`src/hw/rtl/ofd_pkg.sv`:
```
package ofd_pkg;

  // Frame buffer geometry
  localparam int unsigned BUF_LEN = 16;
  localparam int unsigned IDX_W   = $clog2(BUF_LEN);

  // Frame marker bytes
  localparam logic [7:0] HDR_BYTE = 8'hFE;
  localparam logic [7:0] END_BYTE = 8'hAA;

  // Displacement accumulator width (Q.4 fixed point)
  localparam int unsigned ACC_W = 48;

  // |speed| * height product and its quotient by 17
  localparam int unsigned PROD_W = 32;
  localparam int unsigned QUOT_W = 28;

  typedef enum logic [0:0] {
    REQ_BYTE  = 1'b0,
    REQ_INTEG = 1'b1
  } req_e;

  typedef enum logic [2:0] {
    EV_STORED = 3'd0,
    EV_ACCEPT = 3'd1,
    EV_REJECT = 3'd2,
    EV_WRAP   = 3'd3,
    EV_INTEG  = 3'd4
  } event_e;

  typedef struct packed {
    req_e        req_type;
    logic [7:0]  rx_byte;
    logic [15:0] height_mm;
  } in_req_t;

  typedef struct packed {
    event_e                    event_res;
    logic signed [15:0]        speed_x;
    logic signed [15:0]        speed_y;
    logic [7:0]                quality;
    logic signed [ACC_W-1:0]   move_x;
    logic signed [ACC_W-1:0]   move_y;
  } out_res_t;

  // Latest accepted frame contents
  typedef struct packed {
    logic signed [15:0] speed_x;
    logic signed [15:0] speed_y;
    logic [7:0]         quality;
  } flow_info_t;

endpackage

```
`src/hw/rtl/optical_flow_frame_decoder.sv`:
```
// Optical-flow sensor frame decoder with displacement integrator.
//
// Input channel (in_valid_i / in_stall_o / in_req_i) carries either a
// received serial byte or an integrate request with the sensor height.
// Output channel (out_valid_o / out_stall_i / out_res_o) returns one result
// per request, in order: an event code, the latest accepted speeds and
// quality, and both displacement accumulators after the request.
//
// Throughput is one request per cycle while the result register is not held by
// out_stall_i. An accepted request registers |speed| * height, then the
// reciprocal multiply that divides by 17, and then rounding and the saturating
// accumulate are loaded into the result register.
//
// Reset clears the frame buffer, write index, speeds, quality and both
// accumulators; no request is in flight afterwards.
// The pipeline advances as a whole: while a result waits and out_stall_i is
// high, in_stall_o is high and every stage holds; requests are taken as long
// as the result register is empty or being drained.
module optical_flow_frame_decoder (
  input  logic                clk_i,
  input  logic                rst_ni,
  input  logic                in_valid_i,
  output logic                in_stall_o,
  input  ofd_pkg::in_req_t    in_req_i,
  output logic                out_valid_o,
  input  logic                out_stall_i,
  output ofd_pkg::out_res_t   out_res_o
);

  logic                                adv, accept;
  logic                                s1_vld_q, s2_vld_q, out_vld_q;
  ofd_pkg::event_e                     evt, s1_evt_q, s2_evt_q;
  ofd_pkg::flow_info_t                 info_q, info_d, s1_info_q, s2_info_q;
  logic [ofd_pkg::QUOT_W-1:0]          quot_x, quot_y;
  logic [ofd_pkg::PROD_W-1:0]          prod_x, prod_y;
  logic                                neg_x, neg_y, upd;
  logic signed [ofd_pkg::ACC_W-1:0]    acc_x, acc_y;
  ofd_pkg::out_res_t                   out_res_q;

  // Global pipeline advance
  assign adv        = !(out_vld_q && out_stall_i);
  assign accept     = in_valid_i && adv;
  assign in_stall_o = !adv;

  ofd_frame u_frame (
    .clk_i    (clk_i),
    .rst_ni   (rst_ni),
    .accept_i (accept),
    .req_i    (in_req_i),
    .evt_o    (evt),
    .info_q_o (info_q),
    .info_d_o (info_d)
  );

  ofd_scale u_scale_x (
    .clk_i    (clk_i),
    .en_i     (adv),
    .speed_i  (info_q.speed_x),
    .height_i (in_req_i.height_mm),
    .quot_o   (quot_x),
    .prod_o   (prod_x),
    .neg_o    (neg_x)
  );

  ofd_scale u_scale_y (
    .clk_i    (clk_i),
    .en_i     (adv),
    .speed_i  (info_q.speed_y),
    .height_i (in_req_i.height_mm),
    .quot_o   (quot_y),
    .prod_o   (prod_y),
    .neg_o    (neg_y)
  );

  // Accumulate when an integrate request leaves stage 2
  assign upd = adv && s2_vld_q && (s2_evt_q == ofd_pkg::EV_INTEG);

  ofd_accum u_accum_x (
    .clk_i   (clk_i),
    .rst_ni  (rst_ni),
    .upd_i   (upd),
    .quot_i  (quot_x),
    .prod_i  (prod_x),
    .neg_i   (neg_x),
    .acc_d_o (acc_x)
  );

  ofd_accum u_accum_y (
    .clk_i   (clk_i),
    .rst_ni  (rst_ni),
    .upd_i   (upd),
    .quot_i  (quot_y),
    .prod_i  (prod_y),
    .neg_i   (neg_y),
    .acc_d_o (acc_y)
  );

  // Stage valid bits
  always_ff @(posedge clk_i or negedge rst_ni) begin
    if (!rst_ni) begin
      s1_vld_q  <= 1'b0;
      s2_vld_q  <= 1'b0;
      out_vld_q <= 1'b0;
    end else if (adv) begin
      s1_vld_q  <= in_valid_i;
      s2_vld_q  <= s1_vld_q;
      out_vld_q <= s2_vld_q;
    end
  end

  // Event and frame info travel with the request
  always_ff @(posedge clk_i) begin
    if (adv) begin
      s1_evt_q  <= evt;
      s1_info_q <= info_d;
      s2_evt_q  <= s1_evt_q;
      s2_info_q <= s1_info_q;
    end
  end

  // Result register
  always_ff @(posedge clk_i) begin
    if (adv) begin
      out_res_q.event_res <= s2_evt_q;
      out_res_q.speed_x   <= s2_info_q.speed_x;
      out_res_q.speed_y   <= s2_info_q.speed_y;
      out_res_q.quality   <= s2_info_q.quality;
      out_res_q.move_x    <= acc_x;
      out_res_q.move_y    <= acc_y;
    end
  end

  assign out_valid_o = out_vld_q;
  assign out_res_o   = out_res_q;

endmodule

```
`src/hw/rtl/ofd_frame.sv`:
```
module ofd_frame (
  input  logic                clk_i,
  input  logic                rst_ni,
  input  logic                accept_i,
  input  ofd_pkg::in_req_t    req_i,
  output ofd_pkg::event_e     evt_o,
  output ofd_pkg::flow_info_t info_q_o,
  output ofd_pkg::flow_info_t info_d_o
);

  logic [7:0]                 buf_q [ofd_pkg::BUF_LEN];
  logic [ofd_pkg::IDX_W-1:0]  wr_idx_q, wr_idx_d;
  ofd_pkg::flow_info_t        info_q, info_d;
  logic [7:0]                 view [8];
  logic                       is_byte, is_last, is_end, hdr_ok, sum_ok;
  logic [7:0]                 sum;

  assign is_byte = (req_i.req_type == ofd_pkg::REQ_BYTE);
  assign is_last = (wr_idx_q == ofd_pkg::IDX_W'(ofd_pkg::BUF_LEN - 1));
  assign is_end  = (req_i.rx_byte == ofd_pkg::END_BYTE);

  // Frame bytes 0..7 as seen after this byte is written
  always_comb begin
    for (int i = 0; i < 8; i++) begin
      view[i] = (wr_idx_q == ofd_pkg::IDX_W'(i)) ? req_i.rx_byte : buf_q[i];
    end
  end

  assign sum    = view[2] + view[3] + view[4] + view[5];
  assign hdr_ok = (view[0] == ofd_pkg::HDR_BYTE);
  assign sum_ok = (sum == view[6]);

  // Event code, next index and next speeds and quality
  always_comb begin
    info_d   = info_q;
    wr_idx_d = wr_idx_q;
    evt_o    = ofd_pkg::EV_INTEG;
    if (is_byte) begin
      if (is_end) begin
        wr_idx_d = '0;
        if (hdr_ok && sum_ok) begin
          evt_o          = ofd_pkg::EV_ACCEPT;
          info_d.speed_x = {view[3], view[2]};
          info_d.speed_y = {view[5], view[4]};
          info_d.quality = view[7];
        end else begin
          evt_o = ofd_pkg::EV_REJECT;
        end
      end else if (is_last) begin
        wr_idx_d = '0;
        evt_o    = ofd_pkg::EV_WRAP;
      end else begin
        wr_idx_d = wr_idx_q + 1'b1;
        evt_o    = ofd_pkg::EV_STORED;
      end
    end
  end

  // Buffer write
  always_ff @(posedge clk_i or negedge rst_ni) begin
    if (!rst_ni) begin
      for (int i = 0; i < ofd_pkg::BUF_LEN; i++) begin
        buf_q[i] <= '0;
      end
    end else if (accept_i && is_byte) begin
      buf_q[wr_idx_q] <= req_i.rx_byte;
    end
  end

  // Index and frame results
  always_ff @(posedge clk_i or negedge rst_ni) begin
    if (!rst_ni) begin
      wr_idx_q <= '0;
      info_q   <= '0;
    end else if (accept_i) begin
      wr_idx_q <= wr_idx_d;
      info_q   <= info_d;
    end
  end

  assign info_q_o = info_q;
  assign info_d_o = info_d;

endmodule

```
`src/hw/rtl/ofd_scale.sv`:
```
module ofd_scale (
  input  logic                         clk_i,
  input  logic                         en_i,
  input  logic signed [15:0]           speed_i,
  input  logic [15:0]                  height_i,
  output logic [ofd_pkg::QUOT_W-1:0]   quot_o,
  output logic [ofd_pkg::PROD_W-1:0]   prod_o,
  output logic                         neg_o
);

  // ceil(2^36 / 17): exact floor division of any 32-bit value by 17
  localparam logic [31:0] RECIP17 = 32'hF0F0F0F1;
  localparam int unsigned RSHIFT  = 36;

  logic                         neg;
  logic [15:0]                  mag;
  logic [ofd_pkg::PROD_W-1:0]   prod1_q, prod2_q;
  logic                         neg1_q, neg2_q;
  logic [63:0]                  recip_full;
  logic [ofd_pkg::QUOT_W-1:0]   quot2_q;

  assign neg = speed_i[15];
  assign mag = neg ? (~speed_i + 16'd1) : speed_i;

  // Stage 1: |speed| * height
  always_ff @(posedge clk_i) begin
    if (en_i) begin
      prod1_q <= {16'd0, mag} * {16'd0, height_i};
      neg1_q  <= neg;
    end
  end

  // Stage 2: quotient by 17 through the reciprocal
  assign recip_full = {32'd0, prod1_q} * {32'd0, RECIP17};

  always_ff @(posedge clk_i) begin
    if (en_i) begin
      quot2_q <= recip_full[RSHIFT +: ofd_pkg::QUOT_W];
      prod2_q <= prod1_q;
      neg2_q  <= neg1_q;
    end
  end

  assign quot_o = quot2_q;
  assign prod_o = prod2_q;
  assign neg_o  = neg2_q;

endmodule

```
`src/hw/rtl/ofd_accum.sv`:
```
module ofd_accum (
  input  logic                                clk_i,
  input  logic                                rst_ni,
  input  logic                                upd_i,
  input  logic [ofd_pkg::QUOT_W-1:0]          quot_i,
  input  logic [ofd_pkg::PROD_W-1:0]          prod_i,
  input  logic                                neg_i,
  output logic signed [ofd_pkg::ACC_W-1:0]    acc_d_o
);

  localparam int unsigned DQ_W  = ofd_pkg::QUOT_W + 4;
  localparam int unsigned SUM_W = ofd_pkg::ACC_W + 1;

  logic signed [ofd_pkg::ACC_W-1:0]  acc_q, acc_d;
  logic [4:0]                        rem;
  logic [3:0]                        frac;
  logic [DQ_W-1:0]                   mag;
  logic signed [DQ_W:0]              delta;
  logic signed [SUM_W-1:0]           sum;

  // Remainder of the product by 17, 0..16; only low bits matter
  assign rem  = prod_i[4:0] - ({quot_i[0], 4'd0} + quot_i[4:0]);

  // floor((16*rem + 8) / 17): rem up to 8 maps to itself, above it to rem-1
  assign frac = (rem > 5'd8) ? 4'(rem - 5'd1) : rem[3:0];

  // Rounded |speed| * height * 16 / 17, then signed
  assign mag   = {quot_i, frac};
  assign delta = neg_i ? -$signed({1'b0, mag}) : $signed({1'b0, mag});
  assign sum   = SUM_W'(acc_q) + SUM_W'(delta);

  // Saturating add
  always_comb begin
    acc_d = acc_q;
    if (upd_i) begin
      case (sum[SUM_W-1:SUM_W-2])
        2'b01:   acc_d = {1'b0, {(ofd_pkg::ACC_W-1){1'b1}}};
        2'b10:   acc_d = {1'b1, {(ofd_pkg::ACC_W-1){1'b0}}};
        default: acc_d = sum[ofd_pkg::ACC_W-1:0];
      endcase
    end
  end

  always_ff @(posedge clk_i or negedge rst_ni) begin
    if (!rst_ni) begin
      acc_q <= '0;
    end else begin
      acc_q <= acc_d;
    end
  end

  assign acc_d_o = acc_d;

endmodule
```
`config.mk`:
```
export PLATFORM = sky130hd
export DESIGN_NAME = optical_flow_frame_decoder
export DESIGN_NICKNAME = d
export VERILOG_FILES = /design/src/hw/rtl/ofd_pkg.sv /design/src/hw/rtl/optical_flow_frame_decoder.sv /design/src/hw/rtl/ofd_frame.sv /design/src/hw/rtl/ofd_scale.sv /design/src/hw/rtl/ofd_accum.sv
export SDC_FILE = /design/constraint.sdc
export NUM_CORES = 2
export LEC_CHECK = 0
export BUFFER_PORTS_ARGS = -buffer_cell sky130_fd_sc_hd__buf_4
export CAP_MARGIN = 20
export CORE_ASPECT_RATIO = 0.75
export CORE_MARGIN = 4
export CORE_UTILIZATION = 30
export DETAILED_ROUTE_END_ITERATION = 6
export PLACE_DENSITY = 0.43
export SYNTH_ARGS = -nofsm -noshare
export SYNTH_HDL_FRONTEND = slang
export SYNTH_SLANG_ARGS = --single-unit
```
`constraint.sdc`:
```
create_clock -name clk_i -period 15.15 [get_ports clk_i]
set_input_delay 1.515 -clock clk_i [delete_from_list [all_inputs] [get_ports clk_i]]
set_output_delay 1.515 -clock clk_i [all_outputs]
set_load 0.1 [all_outputs]
```
==> results.env <==
CRIT_REQUIRED_NS=15.49
CLOCK_TRANSITION_AT_PATH_REGS_NS=0.06
CTS_TREE='yes'
GRT_MOST_USED_LAYER='met1'
AREA_OF_THE_CORE_SQ_MM=0.2485
YOSYS_WARNINGS=0
GLOBALROUTEMET1UTIL_PCT=26.84
GP_ROUTABILITY_CONGESTION=0.8903
DRIVE_GT1_SHARE_PCT=7.532
TIMING.SETUP.CRITICAL_PATH_CLASS='reg2reg'
TOTAL_GLOBAL_ROUTE_TRACK_USAGE_PCT=16.98
SLEW_HEADROOM_PCT=29.47
FAILED_CHECKS='design-rule violations'
ASYNC_RESET_FF_SHARE_PCT=35.66
MOST-COMMON-LAYOUT-CELLS='inv_1, fa_1, ha_1'
POST_CTS_BUFFERS=0
SYNTH-SEQ-AREA-SHARE_PCT=20.94
FILLER_CELL_COUNT=25390
HOLD_CLASS='reg2reg'
DETAIL_ROUTE.DRC_VIOLATIONS=1
SYNTH_EDF_COUNT=359
INITIALDRTVIOLATIONCOUNT=3092
DESIGN.PORTCOUNT=170
ANTENNA_LEFT=0
TIMING.FMAX_MHz=108.0
WORST_SETUP_START_KIND='flop'
AREAGROWTHSYNTHTOFINISH_PCT=10.00
IO_BUFFER_COUNT=169
CRIT_FANOUT=54
CTS_MAX_PATH_BUFFERS=3
FLOORPLAN.DIE_AREA_SQ_MM=0.2590
SYNTH_SEQ_CELLS=558
SYNTH.NET_COUNT=9477
GRT_OVERFLOW=0
LAYOUT_WORST_PATH_CYCLE_SHARE_PCT=61.14
SYNTH_AREA_LEADERS='fa_1, ha_1, edfxtp_1'
CP-END-KIND='flop'
PIN_COUNT_OF_THE_BIGGEST_NET_ENTERING_GLOBAL_ROUTING=105
OUTCOME='finished with violations'
VIAS_IN_THE_FIRST_GLOBAL_ROUTE=53360
DRT_PRE_ANTENNA_ITERS=7
FIN_WORST_SKEW_NS=0.07381
PLACEDINSTANCEAREA_SQ_MM=0.08048
LAYOUT_COMMONEST_CELL='inv_1'
CRITICAL-PATH-SLOWEST-CELL='nor2_1'
FINALSETUPVIOLCOUNT=0
FLOORPLAN.INITIALDENSITY_PCT=30.29
YOSYS_MOST_USED_DFF='edfxtp_1'
DIE_HEIGHT_UM=441.8
TOP_AREA_CELL_TYPE_SHARE_OF_THE_NETLIST_AREA_PCT=29.84
SETUP_REPAIR_AFTER_GLOBAL_ROUTING_MISSED_ITS_MARGIN='no'
SLEW_VIOLATIONS=0
CRITPATHMAXSTAGEDELAY_NS=0.79
CLK_LATENCY_NS=0.70
ROOT_BUFFER='clkbuf_16'
HTREEDEPTH=3
SYN-INSTANCE-COUNT=7276
MAPPEDNETLISTAREA_SQ_MM=0.07526
GRT.MET3_USAGE_PCT=3.098
YOSYSTOPAREACELL='fa_1'
FINAL_HOLD_VIOL_COUNT=0
YOSYS.CELL_TYPES.COUNT=79
MAX_SLEW.WORST_PIN.SLEW_NS=1.050
CTS.HOLD.BUFFERS_ADDED=0
CTS-BUFFERS-INSERTED=67
CAP_VIOLATIONS=0
AVERAGE_FOOTPRINT_OF_A_SYNTHESIZED_CELL_SQ_UM=10.34
DP_HPWL_UM=178000
ROUTE.VIAS.TOTAL=49850
FLOORPLAN.DIE.WIDTH_UM=586.4
CP.ARRIVAL_NS=9.60
NUMBER_OF_ANTENNA_VIOLATIONS_AT_THE_FIRST_CHECK_IN_GLOBAL_ROUTING=7
FINALWORSTPATHREQUIREDPERIOD_NS=9.262
FIRST_PASS_GRT_WIRE_LENGTH_UM=336800
ROUTED_WL_UM=218300
POST_CTS_RESIZED=0
FIN_SETUP_TNS_NS=0
PLACEMENTROWS=158
FINAL_NETS=9594
VIAS_PER_CELL=4.645
ROUTED_WIRE_LENGTH_PER_INSTANCE_UM=20.34
CLOCK_SINK_COUNT=558
FINAL_STANDARD_CELL_AREA_WITHOUT_FILLERS_SQ_MM=0.08279
MET2_DEMAND_TO_CAPACITY_SHARE_IN_GLOBAL_ROUTING_PCT=24.29
-- Yosys cell counts (87+ instances only) --
cell      instances
edfxtp_1        359
xor2_1           87
xnor2_1         244
a21oi_1         326
dfrtp_1         199
a21o_1          114
ha_1           1050
o21ai_0         222
and2_1          247
clkbuf_1        170
fa_1           1122
nor2_1          155
mux2_2          181
nand2_1         544
inv_1          1615
-- registers in the layout, summed over array words and instances, names as in the netlist --
| signal | cells |
|---|---|
| out_res_o | 139 |
| out_valid_o | 1 |
| s1_evt_q | 3 |
| s1_info_q | 40 |
| s1_vld_q | 1 |
| s2_evt_q | 3 |
| s2_info_q | 40 |
| s2_vld_q | 1 |
| u_accum_x.acc_q | 48 |
| u_accum_y.acc_q | 48 |
| u_frame.buf_q | 56 |
| u_frame.info_q_o | 40 |
| u_frame.wr_idx_q | 4 |
| u_scale_x.neg1_q | 1 |
| u_scale_x.neg_o | 1 |
| u_scale_x.prod1_q | 32 |
| u_scale_x.prod_o | 5 |
| u_scale_x.quot_o | 28 |
| u_scale_y.neg1_q | 1 |
| u_scale_y.neg_o | 1 |
| u_scale_y.prod1_q | 32 |
| u_scale_y.prod_o | 5 |
| u_scale_y.quot_o | 28 |
-- routing by layer --
| metal | vias to the layer above | part of all wire (%) |
|---|---|---|
| li1 | 23640 | - |
| met1 | 25120 | 53 |
| met2 | 928 | 41 |
| met3 | 162 | 5.3 |
| met4 | 2 | 1.4 |
| met5 | - | 0.0060 |
-- area by class of cell --
| type | instances | area [sq um] | area share (%) |
|---|---|---|---|
| inverter | 1615 | 6062 | 7.322 |
| timing repair buffer | 237 | 1807 | 2.182 |
| antenna | 3 | 7.507 | 0.009068 |
| sequential | 558 | 15760 | 19.04 |
| multi-input combinational | 4914 | 52770 | 63.74 |
| clock buffer | 83 | 1777 | 2.146 |
| clock inverter | 41 | 503.0 | 0.6075 |
| tap | 3280 | 4104 | 4.957 |
-- critical path, delay by kind of cell (launching register included) --
kind | cells | cell delay, ns
AOI/OAI and AO/OA | 13 | 3.47
xor gates and xnor gates | 2 | 0.55
adders and majority gates | 5 | 1.35
buffers and inverters | 3 | 0.85
DFF | 1 | 0.51
muxes | 1 | 0.39
and+or+nand+nor | 6 | 1.78
-- cells by family after synthesis --
kind of cell / count (synthesis) / synth area share (%)
buffers and inverters: 1804 / 9.017
muxes: 194 / 2.881
AOI/OAI and AO/OA: 956 / 7.885
xor gates and xnor gates: 331 / 3.852
adders and majority gates: 2172 / 47.30
and+or+nand+nor: 1261 / 8.127
DFF: 558 / 20.94
-- metrics by stage --
stage | setup WS, ns | hold slack (ns) | std cells | utilization (%)
finish | 5.888 | 0.3897 | 10730 | 33.32
global route | 5.228 | 0.3868 | 10730 | 33.32
CTS | 6.013 | 0.3806 | 10730 | 33.30
detailed placement | 6.057 | 0.4045 | 10600 | 32.39
global placement | 6.204 | 0.4015 | 10600 | 32.39
floorplan | 0.02245 | 0.4003 | 7276 | -
-- worst paths after layout --
check                                    start                  end  slack [ns]  cells past startpoint
setup / recovery           u_scale_y.quot_o[0]         out_res_o[9]        5.89                     30
hold / removal                   s2_info_q[14]       out_res_o[110]        0.39                      0
setup reg to reg           u_scale_y.quot_o[0]         out_res_o[9]        5.89                     30
hold reg to reg                  s2_info_q[14]       out_res_o[110]        0.39                      0
max in group asynchronous               rst_ni  u_accum_x.acc_q[21]       12.06                      3
min in group asynchronous               rst_ni  u_frame.info_q_o[1]        0.89                      1
Power is left out: the tool's default activity adds up to more than one toggle a clock period on the data nets, which glitch-free logic cannot reach.
